### src/hw/rtl/i2cmbe_pkg.sv
`timescale 1ns / 1ps
package i2cmbe_pkg;

  // operation codes
  localparam logic [2:0] OP_START = 3'd0;
  localparam logic [2:0] OP_STOP  = 3'd1;
  localparam logic [2:0] OP_WRITE = 3'd2;
  localparam logic [2:0] OP_WACK  = 3'd3;
  localparam logic [2:0] OP_READ  = 3'd4;

  // register indexes
  localparam logic REG_TICKS = 1'b0;
  localparam logic REG_LIMIT = 1'b1;

  localparam logic [7:0] TICKS_RST = 8'd8;
  localparam logic [7:0] LIMIT_RST = 8'd250;

  typedef struct packed {
    logic       cmd_ok;   // command offered and operation known
    logic [2:0] op;
    logic [7:0] tx_byte;
    logic       send_ack;
    logic       sda;
  } item_t;

  typedef struct packed {
    logic       ack_failed;
    logic [7:0] rx_byte;
    logic       done_res;
    logic       busy_res;
    logic       sda_drive;
    logic       sda_level;
    logic       scl_level;
  } res_t;

  typedef struct packed {
    logic [7:0] ticks_per_unit;
    logic [7:0] ack_poll_limit;
  } cfg_t;

endpackage

### src/hw/rtl/i2c_master_bit_engine_core.sv
`timescale 1ns / 1ps
// A request taken into the input queue is stepped by the sequencer; its result is written
// to the result queue, which drives out_tvalid. Throughput: one request per cycle while that
// queue has room; two-entry queues on both sides absorb stalls.
// Each request is one bus tick; the phase sequencer advances once per request.
// Reset: synchronous, active-low rst_n empties both queues, idles the sequencer,
// drives SCL and SDA high and restores ticks_per_unit to 8 and ack_poll_limit to 250.
module i2c_master_bit_engine_core import i2cmbe_pkg::*; (
  input  logic        clk,
  input  logic        rst_n,
  input  logic        in_tvalid,
  output logic        in_tready,
  // [7:0] tx_byte, [8] send_ack, [9] sda_sample, [15:10] zero
  input  logic [15:0] in_tdata,
  // [0] command_valid, [3:1] operation
  input  logic [3:0]  in_tuser,
  output logic        out_tvalid,
  input  logic        out_tready,
  // [0] scl_level, [1] sda_level, [2] sda_drive, [3] busy_res, [4] done_res,
  // [12:5] rx_byte, [13] ack_failed, [15:14] zero
  output logic [15:0] out_tdata,
  input  logic        cfg_psel,
  input  logic        cfg_penable,
  input  logic        cfg_pwrite,
  input  logic [2:0]  cfg_paddr,
  input  logic [31:0] cfg_pwdata,
  output logic [31:0] cfg_prdata,
  output logic        cfg_pready
);

  cfg_t  cfg_r;
  logic  cfg_wr;
  logic  q_valid;
  logic  q_pop;
  item_t q_item;
  logic  res_valid;
  res_t  res;

  assign cfg_pready = 1'b1;
  assign cfg_wr     = cfg_psel && cfg_penable && cfg_pwrite && cfg_pready;
  assign cfg_prdata = (cfg_paddr[2] == REG_LIMIT) ? {24'd0, cfg_r.ack_poll_limit}
                                                  : {24'd0, cfg_r.ticks_per_unit};

  always_ff @(posedge clk) begin
    if (!rst_n) begin
      cfg_r.ticks_per_unit <= TICKS_RST;
      cfg_r.ack_poll_limit <= LIMIT_RST;
    end else if (cfg_wr) begin
      if (cfg_paddr[2] == REG_TICKS) cfg_r.ticks_per_unit <= cfg_pwdata[7:0];
      else                           cfg_r.ack_poll_limit <= cfg_pwdata[7:0];
    end
  end

  i2cmbe_front u_front (
    .clk           (clk),
    .rst_n         (rst_n),
    .in_valid      (in_tvalid),
    .in_ready      (in_tready),
    .command_valid (in_tuser[0]),
    .operation     (in_tuser[3:1]),
    .tx_byte       (in_tdata[7:0]),
    .send_ack      (in_tdata[8]),
    .sda_sample    (in_tdata[9]),
    .q_valid       (q_valid),
    .q_pop         (q_pop),
    .q_item        (q_item)
  );

  i2cmbe_engine u_engine (
    .clk       (clk),
    .rst_n     (rst_n),
    .cfg       (cfg_r),
    .q_valid   (q_valid),
    .q_pop     (q_pop),
    .q_item    (q_item),
    .res_valid (res_valid),
    .res_ready (out_tready),
    .res       (res)
  );

  assign out_tvalid = res_valid;
  assign out_tdata  = {2'b00, res.ack_failed, res.rx_byte, res.done_res, res.busy_res,
                       res.sda_drive, res.sda_level, res.scl_level};

endmodule

### src/hw/rtl/i2cmbe_front.sv
`timescale 1ns / 1ps
module i2cmbe_front import i2cmbe_pkg::*; (
  input  logic       clk,
  input  logic       rst_n,
  input  logic       in_valid,
  output logic       in_ready,
  input  logic       command_valid,
  input  logic [2:0] operation,
  input  logic [7:0] tx_byte,
  input  logic       send_ack,
  input  logic       sda_sample,
  output logic       q_valid,
  input  logic       q_pop,
  output item_t      q_item
);

  item_t      mem_r [2];
  logic       wr_ptr_r;
  logic       rd_ptr_r;
  logic [1:0] count_r;
  logic       push;
  logic       pop;
  item_t      item_in;

  assign in_ready = (count_r != 2'd2);
  assign q_valid  = (count_r != 2'd0);
  assign q_item   = mem_r[rd_ptr_r];
  assign push     = in_valid && in_ready;
  assign pop      = q_pop && q_valid;

  // classify: unknown operations never start a sequence
  always_comb begin
    item_in.cmd_ok   = command_valid && (operation <= OP_READ);
    item_in.op       = operation;
    item_in.tx_byte  = tx_byte;
    item_in.send_ack = send_ack;
    item_in.sda      = sda_sample;
  end

  always_ff @(posedge clk) begin
    if (push) begin
      mem_r[wr_ptr_r] <= item_in;
    end
  end

  always_ff @(posedge clk) begin
    if (!rst_n) begin
      wr_ptr_r <= 1'b0;
      rd_ptr_r <= 1'b0;
      count_r  <= 2'd0;
    end else begin
      if (push) wr_ptr_r <= ~wr_ptr_r;
      if (pop)  rd_ptr_r <= ~rd_ptr_r;
      case ({push, pop})
        2'b10:   count_r <= count_r + 2'd1;
        2'b01:   count_r <= count_r - 2'd1;
        default: count_r <= count_r;
      endcase
    end
  end

endmodule

### src/hw/rtl/i2cmbe_engine.sv
`timescale 1ns / 1ps
module i2cmbe_engine import i2cmbe_pkg::*; (
  input  logic  clk,
  input  logic  rst_n,
  input  cfg_t  cfg,
  input  logic  q_valid,
  output logic  q_pop,
  input  item_t q_item,
  output logic  res_valid,
  input  logic  res_ready,
  output res_t  res
);

  localparam logic [3:0] PH_IDLE     = 4'd0;
  localparam logic [3:0] PH_START_A  = 4'd1;
  localparam logic [3:0] PH_START_B  = 4'd2;
  localparam logic [3:0] PH_STOP_A   = 4'd3;
  localparam logic [3:0] PH_STOP_B   = 4'd4;
  localparam logic [3:0] PH_WR_D     = 4'd5;
  localparam logic [3:0] PH_WR_H     = 4'd6;
  localparam logic [3:0] PH_WR_L     = 4'd7;
  localparam logic [3:0] PH_ACK_REL  = 4'd8;
  localparam logic [3:0] PH_ACK_CLK  = 4'd9;
  localparam logic [3:0] PH_ACK_POLL = 4'd10;
  localparam logic [3:0] PH_RD_L     = 4'd11;
  localparam logic [3:0] PH_RD_H     = 4'd12;
  localparam logic [3:0] PH_K_A      = 4'd13;
  localparam logic [3:0] PH_K_B      = 4'd14;
  localparam logic [3:0] PH_K_C      = 4'd15;

  logic [3:0] phase_r, phase_nxt;
  logic [9:0] dly_r, dly_nxt;
  logic [3:0] bit_r, bit_nxt;
  logic [7:0] sh_r, sh_nxt;
  logic [7:0] poll_r, poll_nxt;
  logic [7:0] rx_r, rx_nxt;
  logic       err_r, err_nxt;
  logic       scl_r, scl_nxt;
  logic       sda_r, sda_nxt;
  logic       drv_r, drv_nxt;
  logic       ackc_r, ackc_nxt;
  logic       done_nxt;
  logic       fire;

  logic [9:0] unit1, unit2, unit4;

  res_t       oq_r [2];
  logic       oq_wr_r;
  logic       oq_rd_r;
  logic [1:0] oq_cnt_r;
  logic       oq_pop;
  res_t       res_in;

  assign unit1 = {2'b00, cfg.ticks_per_unit};
  assign unit2 = {1'b0, cfg.ticks_per_unit, 1'b0};
  assign unit4 = {cfg.ticks_per_unit, 2'b00};

  assign fire  = q_valid && (oq_cnt_r != 2'd2);
  assign q_pop = fire;

  always_comb begin
    logic       ent_vld;
    logic [3:0] ent_ph;
    logic       poll_do;
    logic [7:0] poll_base;

    phase_nxt = phase_r;
    dly_nxt   = dly_r;
    bit_nxt   = bit_r;
    sh_nxt    = sh_r;
    poll_nxt  = poll_r;
    rx_nxt    = rx_r;
    err_nxt   = err_r;
    scl_nxt   = scl_r;
    sda_nxt   = sda_r;
    drv_nxt   = drv_r;
    ackc_nxt  = ackc_r;
    done_nxt  = 1'b0;
    ent_vld   = 1'b0;
    ent_ph    = PH_IDLE;
    poll_do   = 1'b0;
    poll_base = poll_r;

    // pick this tick's action
    if (phase_r == PH_IDLE) begin
      if (q_item.cmd_ok) begin
        bit_nxt = 4'd0;
        ent_vld = 1'b1;
        case (q_item.op)
          OP_START: ent_ph = PH_START_A;
          OP_STOP:  ent_ph = PH_STOP_A;
          OP_WRITE: begin
            sh_nxt = q_item.tx_byte;
            ent_ph = PH_WR_D;
          end
          OP_WACK: begin
            err_nxt = 1'b0;
            ent_ph  = PH_ACK_REL;
          end
          default: begin
            sh_nxt   = 8'd0;
            ackc_nxt = q_item.send_ack;
            ent_ph   = PH_RD_L;
          end
        endcase
      end
    end else if (phase_r == PH_ACK_POLL) begin
      poll_do = 1'b1;
    end else if (dly_r > 10'd1) begin
      dly_nxt = dly_r - 10'd1;
    end else begin
      case (phase_r)
        PH_START_A: begin ent_vld = 1'b1; ent_ph = PH_START_B; end
        PH_START_B: begin
          scl_nxt   = 1'b0;
          phase_nxt = PH_IDLE;
          dly_nxt   = 10'd0;
          done_nxt  = 1'b1;
        end
        PH_STOP_A:  begin ent_vld = 1'b1; ent_ph = PH_STOP_B; end
        PH_STOP_B: begin
          phase_nxt = PH_IDLE;
          dly_nxt   = 10'd0;
          done_nxt  = 1'b1;
        end
        PH_WR_D:    begin ent_vld = 1'b1; ent_ph = PH_WR_H; end
        PH_WR_H:    begin ent_vld = 1'b1; ent_ph = PH_WR_L; end
        PH_WR_L: begin
          bit_nxt = bit_r + 4'd1;
          if (bit_nxt >= 4'd8) begin
            phase_nxt = PH_IDLE;
            dly_nxt   = 10'd0;
            done_nxt  = 1'b1;
          end else begin
            ent_vld = 1'b1;
            ent_ph  = PH_WR_D;
          end
        end
        PH_ACK_REL: begin ent_vld = 1'b1; ent_ph = PH_ACK_CLK; end
        PH_ACK_CLK: begin ent_vld = 1'b1; ent_ph = PH_ACK_POLL; end
        PH_RD_L:    begin ent_vld = 1'b1; ent_ph = PH_RD_H; end
        PH_RD_H: begin
          bit_nxt = bit_r + 4'd1;
          ent_vld = 1'b1;
          if (bit_nxt >= 4'd8) begin
            rx_nxt = sh_r;
            ent_ph = PH_K_A;
          end else begin
            ent_ph = PH_RD_L;
          end
        end
        PH_K_A:     begin ent_vld = 1'b1; ent_ph = PH_K_B; end
        PH_K_B:     begin ent_vld = 1'b1; ent_ph = PH_K_C; end
        PH_K_C: begin
          phase_nxt = PH_IDLE;
          dly_nxt   = 10'd0;
          done_nxt  = 1'b1;
        end
        default: begin
          phase_nxt = PH_IDLE;
          dly_nxt   = 10'd0;
        end
      endcase
    end

    // apply the pin changes of the phase being entered
    if (ent_vld) begin
      phase_nxt = ent_ph;
      dly_nxt   = 10'd0;
      case (ent_ph)
        PH_START_A: begin
          scl_nxt = 1'b1; sda_nxt = 1'b1; drv_nxt = 1'b1; dly_nxt = unit4;
        end
        PH_START_B, PH_STOP_A: begin
          scl_nxt = 1'b1; sda_nxt = 1'b0; drv_nxt = 1'b1; dly_nxt = unit4;
        end
        PH_STOP_B: begin
          scl_nxt = 1'b1; sda_nxt = 1'b1; drv_nxt = 1'b1; dly_nxt = unit4;
        end
        PH_WR_D: begin
          scl_nxt = 1'b0;
          sda_nxt = sh_nxt[7];
          drv_nxt = 1'b1;
          sh_nxt  = {sh_nxt[6:0], 1'b0};
          dly_nxt = unit2;
        end
        PH_WR_H:    begin scl_nxt = 1'b1; dly_nxt = unit2; end
        PH_WR_L:    begin scl_nxt = 1'b0; dly_nxt = unit2; end
        PH_ACK_REL: begin sda_nxt = 1'b1; drv_nxt = 1'b0; dly_nxt = unit1; end
        PH_ACK_CLK: begin scl_nxt = 1'b1; dly_nxt = unit1; end
        PH_ACK_POLL: begin
          poll_nxt  = 8'd0;
          poll_base = 8'd0;
          poll_do   = 1'b1;
        end
        PH_RD_L: begin
          scl_nxt = 1'b0; sda_nxt = 1'b1; drv_nxt = 1'b0; dly_nxt = unit2;
        end
        PH_RD_H: begin
          scl_nxt = 1'b1;
          sh_nxt  = {sh_nxt[6:0], q_item.sda};
          dly_nxt = unit1;
        end
        PH_K_A: begin
          scl_nxt = 1'b0; sda_nxt = ~ackc_nxt; drv_nxt = 1'b1; dly_nxt = unit2;
        end
        PH_K_B: begin scl_nxt = 1'b1; dly_nxt = unit2; end
        PH_K_C: begin
          scl_nxt = 1'b0;
          dly_nxt = ackc_nxt ? unit2 : 10'd0;
        end
        default: phase_nxt = PH_IDLE;
      endcase
    end

    // ack poll: low sample acknowledges, too many high samples run a stop
    if (poll_do) begin
      if (!q_item.sda) begin
        scl_nxt   = 1'b0;
        err_nxt   = 1'b0;
        phase_nxt = PH_IDLE;
        dly_nxt   = 10'd0;
        done_nxt  = 1'b1;
      end else if (poll_base >= cfg.ack_poll_limit) begin
        err_nxt   = 1'b1;
        phase_nxt = PH_STOP_A;
        scl_nxt   = 1'b1;
        sda_nxt   = 1'b0;
        drv_nxt   = 1'b1;
        dly_nxt   = unit4;
      end else begin
        poll_nxt = poll_base + 8'd1;
      end
    end
  end

  always_ff @(posedge clk) begin
    if (!rst_n) begin
      phase_r <= PH_IDLE;
      dly_r   <= 10'd0;
      bit_r   <= 4'd0;
      sh_r    <= 8'd0;
      poll_r  <= 8'd0;
      rx_r    <= 8'd0;
      err_r   <= 1'b0;
      scl_r   <= 1'b1;
      sda_r   <= 1'b1;
      drv_r   <= 1'b1;
      ackc_r  <= 1'b0;
    end else if (fire) begin
      phase_r <= phase_nxt;
      dly_r   <= dly_nxt;
      bit_r   <= bit_nxt;
      sh_r    <= sh_nxt;
      poll_r  <= poll_nxt;
      rx_r    <= rx_nxt;
      err_r   <= err_nxt;
      scl_r   <= scl_nxt;
      sda_r   <= sda_nxt;
      drv_r   <= drv_nxt;
      ackc_r  <= ackc_nxt;
    end
  end

  always_comb begin
    res_in.scl_level  = scl_nxt;
    res_in.sda_level  = sda_nxt;
    res_in.sda_drive  = drv_nxt;
    res_in.busy_res   = (phase_nxt != PH_IDLE);
    res_in.done_res   = done_nxt;
    res_in.rx_byte    = rx_nxt;
    res_in.ack_failed = err_nxt;
  end

  // result queue: hold the result of every request while the sink stalls
  assign res_valid = (oq_cnt_r != 2'd0);
  assign res       = oq_r[oq_rd_r];
  assign oq_pop    = res_valid && res_ready;

  always_ff @(posedge clk) begin
    if (fire) begin
      oq_r[oq_wr_r] <= res_in;
    end
  end

  always_ff @(posedge clk) begin
    if (!rst_n) begin
      oq_wr_r  <= 1'b0;
      oq_rd_r  <= 1'b0;
      oq_cnt_r <= 2'd0;
    end else begin
      if (fire)   oq_wr_r <= ~oq_wr_r;
      if (oq_pop) oq_rd_r <= ~oq_rd_r;
      case ({fire, oq_pop})
        2'b10:   oq_cnt_r <= oq_cnt_r + 2'd1;
        2'b01:   oq_cnt_r <= oq_cnt_r - 2'd1;
        default: oq_cnt_r <= oq_cnt_r;
      endcase
    end
  end

endmodule
### config.mk
export PLATFORM = sky130hd
export DESIGN_NAME = i2c_master_bit_engine_core
export DESIGN_NICKNAME = d
export VERILOG_FILES = /design/src/hw/rtl/i2cmbe_pkg.sv /design/src/hw/rtl/i2c_master_bit_engine_core.sv /design/src/hw/rtl/i2cmbe_front.sv /design/src/hw/rtl/i2cmbe_engine.sv
export SDC_FILE = /design/constraint.sdc
export NUM_CORES = 1
export LEC_CHECK = 0
export BUFFER_PORTS_ARGS = -buffer_cell sky130_fd_sc_hd__buf_2
export CORE_MARGIN = 1
export CORE_UTILIZATION = 50
export CTS_CLUSTER_DIAMETER = 30
export CTS_CLUSTER_SIZE = 10
export DETAILED_ROUTE_END_ITERATION = 10
export GPL_TIMING_DRIVEN = 1
export PLACE_DENSITY = 0.72
export SLEW_MARGIN = 40
export SYNTH_ARGS = -nofsm -noshare
export SYNTH_HDL_FRONTEND = slang
export SYNTH_SLANG_ARGS = --single-unit
### constraint.sdc
create_clock -name clk -period 7.7 [get_ports clk]
set_clock_uncertainty 0.05 [all_clocks]
set_input_delay 1.54 -clock clk [delete_from_list [all_inputs] [get_ports clk]]
set_output_delay 1.54 -clock clk [all_outputs]
set_load 0.05 [all_outputs]
* Yosys cells after proc, flatten, opt, wreduce, memory -nomap -nowiden
Memory sizes are Yosys's and may differ from the RTL's. A register that Yosys moved wholly into a read port is not among the register bits. Index checks and enable logic that the tools add are counted.
Storage, ports and cells: register bits 71, bits in writable memories 56, word-level logic and storage cells 218, memories 2
Memory list:
- u_engine.oq_r | words 2, width 14, read ports 1, clocked after memory_dff 1, write ports 1, RTL line i2cmbe_engine.sv:47 | res_t oq_r [2];
- u_front.mem_r | words 2, width 14, read ports 1, clocked after memory_dff 1, write ports 1, RTL line i2cmbe_front.sv:17 | item_t mem_r [2];
Cells by class: add/sub/neg operators 7, magnitude comparators 4, eq/ne operators 42, mux-type cells 105, bitwise gates (word level) 6, reduce and logical (&&, ||, !) cells 33
Operators by type and width (count):
- $mux W8 | 14
- $mux W10 | 8
- $mux W4 | 18
- $eq A4 B4 Y1 const B | 16
- $mux W1 | 48
- $pmux W4 S11 | 1
- $pmux W10 S4 | 1
- $eq A4 B3 Y1 const B | 8
- $pmux W8 S2 | 2
- $pmux W10 S2 | 1
- $eq A4 B2 Y1 const B | 4
- $pmux W4 S4 | 1
- $reduce_or A15 Y1 | 1
- $reduce_or A4 Y1 | 3
- $reduce_or A6 Y1 | 2
- $gt A10 B1 Y1 const B | 1
- $reduce_bool A2 Y1 | 5
- $reduce_or A10 Y1 | 1
- $sub A10 B1 Y10 const B | 1
- $mux W9 | 1
- $reduce_or A3 Y1 | 3
- $add A8 B1 Y8 const B | 1
- $eq A4 B1 Y1 const B | 2
- $ge A8 B8 Y1 | 1
- 26 further kinds | 53

* Depth between registers and ports, before layout
depth in word-level cells 15, mapped depth 18

* Modules after synthesis
A second synthesis with hierarchy kept.
Unflattened totals: cell total of the unflattened synthesis 783, area total of the unflattened synthesis 7531.0 um2
Modules (own cells, without submodules):
- i2cmbe_engine | times used 1, cells each 607, area an instance 5271.3 um2, seq. area each 1881.8 um2
- i2cmbe_front | times used 1, cells each 69, area an instance 1249.9 um2, seq. area each 940.9 um2
- i2c_master_bit_engine_core | times used 1, cells each 107, area an instance 1009.7 um2, seq. area each 320.3 um2

* Worst setup path after synthesis
OpenSTA, ideal clock, no wires.
path type register to register, start point register u_engine.dly_r[6], end point register u_engine.poll_r[5], setup time 0.115 ns, data arrival time 4.532 ns, setup slack 3.003 ns, stages on the path, launching flop included 17, path buffers 2, clock period less this slack 4.697 ns, cells stage by stage dfxtp_1 or3_4 or4_4 buf_6 or4_4 o211ai_2 buf_6 nand2_1 ha_1 nand2b_1 a21o_1 a211o_1 a211oi_1 nand4_2 nor4_2 xnor2_1 and2_1
On the way: cells in the longest elaborated chain, start to end 11
Ends and longest elaborated chain:
- start, declared | RTL line i2cmbe_engine.sv:32 | logic [9:0] dly_r, dly_nxt;
- start signal, assigned | RTL line i2cmbe_engine.sv:252 | dly_r <= dly_nxt;
- $gt A10 B1 Y1 * | RTL line i2cmbe_engine.sv:109 | end else if (dly_r > 10'd1) begin
- $mux W4 | RTL line i2cmbe_engine.sv:109
- $mux W4 | RTL line i2cmbe_engine.sv:107 | end else if (phase_r == PH_ACK_POLL) begin
- $mux W4 | RTL line i2cmbe_engine.sv:85 | if (phase_r == PH_IDLE) begin
- $eq A4 B4 Y1 | RTL line i2cmbe_engine.sv:170 | case (ent_ph)
- $mux W8 | RTL line i2cmbe_engine.sv:170
- $mux W8 | RTL line i2cmbe_engine.sv:167 | if (ent_vld) begin
- $add A8 B1 Y8 or $ge A8 B8 Y1 (tied branches) | RTL line i2cmbe_engine.sv:232, i2cmbe_engine.sv:224
- $mux W8 | RTL line i2cmbe_engine.sv:224 | end else if (poll_base >= cfg.ack_poll_limit) begin
- $mux W8 | RTL line i2cmbe_engine.sv:218 | if (!q_item.sda) begin
- $mux W8 * | RTL line i2cmbe_engine.sv:217 | if (poll_do) begin
- end signal, assigned | RTL line i2cmbe_engine.sv:255 | poll_r <= poll_nxt;
- end, declared | RTL line i2cmbe_engine.sv:35 | logic [7:0] poll_r, poll_nxt;
Mark *: on every way between the ends. The rest lies on a longest branch, timed or not. A chain may end at the register's enable or synchronous reset.

* Worst setup path after layout
start point register u_engine.phase_r[0], end point register u_engine.dly_r[8]
On the way: cells in the longest elaborated chain, start to end 12
Ends and longest elaborated chain:
- start, declared | RTL line i2cmbe_engine.sv:31 | logic [3:0] phase_r, phase_nxt;
- start signal, assigned | RTL line i2cmbe_engine.sv:251 | phase_r <= phase_nxt;
- $eq A4 B4 Y1, or another cell as far along | RTL line i2cmbe_engine.sv:112 | case (phase_r)
- $pmux W4 S11 | RTL line i2cmbe_engine.sv:112
- $mux W4 | RTL line i2cmbe_engine.sv:109
- $mux W4 | RTL line i2cmbe_engine.sv:107
- $mux W4 | RTL line i2cmbe_engine.sv:85
- $eq A4 B4 Y1, or another cell as far along | RTL line i2cmbe_engine.sv:170
- $mux W8, or another cell as far along | RTL line i2cmbe_engine.sv:170
- $mux W8 or $pmux W10 S4 (tied branches) | RTL line i2cmbe_engine.sv:167, i2cmbe_engine.sv:170
- $ge A8 B8 Y1 or $mux W10 (tied branches) | RTL line i2cmbe_engine.sv:224, i2cmbe_engine.sv:167
- $mux W10 | RTL line i2cmbe_engine.sv:224
- $mux W10 | RTL line i2cmbe_engine.sv:218
- $mux W10 * | RTL line i2cmbe_engine.sv:217
Marks and branches as above.

==> impl_metrics.ini <==
[sta]
finalHoldViolations = 0
worst_pin_slew_ns = 0.895
final.setup.tns_ns = 0
slew_viol_final = 0
finalWorstSetupSlack_ns = 2.62
layout_min_cycle_time_ns = 5.08
fmax_mhz = 197
setup_violations = 0
fin_crit_sh_pct = 66.0
slew_headroom_pct = 40.3
rsz0062_at_grt = no

[yosys]
ys_types = 82
syn-instance-count = 753
synthesis.yosys.warnings = 0
postSynth.asyncResetShare_pct = 0
synth_area_sq_um = 7200
synth_top_area_share_pct = 23.3
yosysTopAreaCell = edfxtp_1
synth_area_per_cell_sq_um = 9.56
synth.area.top_cells = edfxtp_1 (23%), dfxtp_1 (20%), mux2_2 (4.7%)
ys_seq_area_share_pct = 43.6
ys_ff_latch = 129
synth_edf_count = 56
ys.flop_type = dfxtp_1

[routing]
avgViaCountPerCell = 5.97
vias = 5870
dr.first_iter.drc_count = 400
antenna_left = 0
post_drt_wl_per_cell_um = 17.2
dr.pass1.iters = 5
wirelength_um = 16900
drc = 0

[worst_setup_path]
r2r-end = u_engine.dly_r[8]
crit_fanout = 22
cp_common_cell = a21o_1
reg2reg_from = u_engine.phase_r[0]
cp_slowest_cell = nor4_1
crit_required_ns = 7.96
rr_worst_depth = 14
critPathKind = flop to flop
cp-start-kind = flop
cp-endpoint = u_engine.dly_r[8]
cpPeakStageDelay_ns = 0.71
cp.arrival_ns = 5.34
startpoint = u_engine.phase_r[0]
end_kind = flop
crit_chain = nor4_1 -> nand2b_1 -> nor3_1 -> o211ai_2 -> and2_1 -> ha_1 -> a21o_1 -> a21o_1 -> a21o_1 -> a21oi_1 -> a211oi_2 -> a221o_1 -> a221oi_2 -> nor3_1
rrSetupSlack_ns = 2.62

[global_route]
first_global_vias = 5517
overflow = 0
grt_pass1_wl_um = 27000
antenna_found_initial = 0
grt_max_degree = 72
grt_use_total_pct = 23.5

[floorplanning]
rows = 43
io_pins = 113
initial_core_util_pct = 51.5
die_width_um = 122
core_sq_um = 14000
fp.dieH_um = 122
die_area_sq_um = 14900

[final_layout]
seqCellArea_sq_um = 3140
drive_above_1_share_pct = 19.6
syn2layout_area_growth_pct = 12.3
antennaDiodeCount = 0
num-fill-cells = 1185
final_nets = 866
multiInputGateArea_sq_um = 3760

[clock_network]
ctsResizeCount = 0
cts_buffers = 17
cts_tree = yes
clkTransAtPathRegs_ns = 0.06
clk_path_buf_depth = 2
post_cts_buffers = 0
cts_sinks = 129
holdBufCountCts = 0
h-tree-depth = 4
clk_latency_ns = 0.43
cts-root-buf = clkbuf_16

[placed_design]
port_buffers = 53
gp_congestion = 0.929
place_ws_ns = 2.63
place_hpwl_um = 11400

[power_and_ir_drop]
power.leakage_nw = 3.04
p_per_area_nw_per_um2 = 404
ir_drop_mv = 0.274

[worst_hold_path]
hold_class = flop to flop

[job]
cap_viol_max_count = 0

[run_status]
status = finished clean
-- logic make-up (layout without fill, tap and decap cells) --
kind of cell	Yosys count	after routing	synth area share, %
simple gates	250	250	18.3
flops	129	129	43.6
compound gates	206	206	20.2
fa+ha+maj	14	14	2.43
xor+xnor	20	20	2.43
other cells	2	27	0.104
mux	44	44	6.64
buf+inv	88	113	6.24
-- per-layer routing --
metal / GRT usage [%] / wire, um
met1: 30.0 / 7410
met2: 37.7 / 7860
met3: 5.24 / 1160
met4: 11.0 / 464
met5: 0 / 0
-- state kept, by name, indices dropped and copies added (netlist names), named ones only --
name and flops:
u_engine.oq_r 28, u_engine.sh_r 8, u_front.count_r 2, u_engine.ackc_r 1, u_engine.sda_r 1, u_engine.oq_rd_r 1, u_engine.oq_cnt_r 2, u_engine.phase_r 4
u_engine.poll_r 8, u_engine.err_r 1, u_front.wr_ptr_r 1, u_front.mem_r 28, cfg_r 16, u_engine.rx_r 8, u_engine.oq_wr_r 1, u_engine.bit_r 4
u_engine.dly_r 10, u_engine.drv_r 1, u_engine.scl_r 1, u_front.rd_ptr_r 1
-- layout by cell type, fill, tap and decap left out, types with 8 or more instances in the layout --
cell       netlist  layout
edfxtp_1        56      56
nand3_1         10      10
o211ai_1        10      10
a21boi_0        19      19
nor2b_1          9       9
conb_1           2      27
mux2_2          30      30
clkbuf_16        0      17
buf_2            2      53
xnor2_1         17      16
a21o_1           8       8
inv_1           21      21
nand2_1         85      85
nor2_1          46      43
o311ai_0         9       9
nor3b_1          9       9
nand2b_1         8       8
a21oi_1         23      23
ha_1            14      14
nor3_1          13      12
o21ai_0         52      52
and2_1          24      24
dfxtp_1         73      72
mux2i_1         14      14
-- synthesized netlist by cell type (all sizes together), types with 5 or more instances --
library cell,count
o22ai,5
nor3b,9
clkbuf,33
or4,7
mux2,30
ha,14
or3,7
nand2,85
nand2b,8
o21ai,55
a21oi,23
o211ai,11
nand3,10
o31ai,6
nor3,14
a31oi,8
inv,21
a221oi,8
dfxtp,73
nand4,6
o31a,5
a21boi,24
nor2b,9
nor2,47
o311ai,10
nor4,6
a21o,8
xnor2,17
a211oi,7
and2,24
edfxtp,56
or2,5
buf,34
o21bai,6
mux2i,14
-- report_power, final --
part	switching [mW]	internal (mW)	leakage (nW)	total [mW]
Sequential	0.127	0.892	1.12	1.02
Combinational	0.986	0.486	1.64	1.47
Clock	0.346	0.427	0.279	0.774
-- worst min path at each step --
stage                     startpoint               end  slack, ns  cells after the start
global placement      u_engine.err_r    u_engine.err_r       0.39                      2
floorplan             u_engine.err_r    u_engine.err_r       0.39                      2
global route        u_engine.sh_r[1]  u_engine.sh_r[1]       0.44                      2
detailed placement    u_engine.err_r    u_engine.err_r       0.41                      2
finish                u_engine.err_r    u_engine.err_r       0.42                      2
CTS                   u_engine.err_r    u_engine.err_r       0.42                      2
-- critical path, delay by kind of cell (launching register included) --
| family | cells | cell delay (ns) |
|---|---|---|
| flip-flops | 1 | 0.56 |
| AO/OA/AOI/OAI | 8 | 2.03 |
| adder cells (fa/ha/maj) | 1 | 0.29 |
| AND/OR/NAND/NOR | 5 | 2.02 |
-- cell type report --
class / instances / share of cell area, %
timing repair buffer: 60 / 3.93
tap: 180 / 2.78
clock inverter: 15 / 1.72
multi-input combinational: 561 / 46.5
inverter: 21 / 0.974
clock buffer: 17 / 5.26
sequential: 129 / 38.9
-- metrics by stage --
stage	power [mW]	cells	util, %	hold WS, ns	instance area [sq um]
floorplan	2.14	778	-	0.386	7300
global placement	2.41	951	53.4	0.393	7470
detailed placement	2.47	951	53.7	0.411	7510
CTS	3.25	983	57.7	0.420	8080
global route	3.44	983	57.8	0.440	8090
finish	3.26	983	57.8	0.415	8090
(Power assumes the default switching activity.)
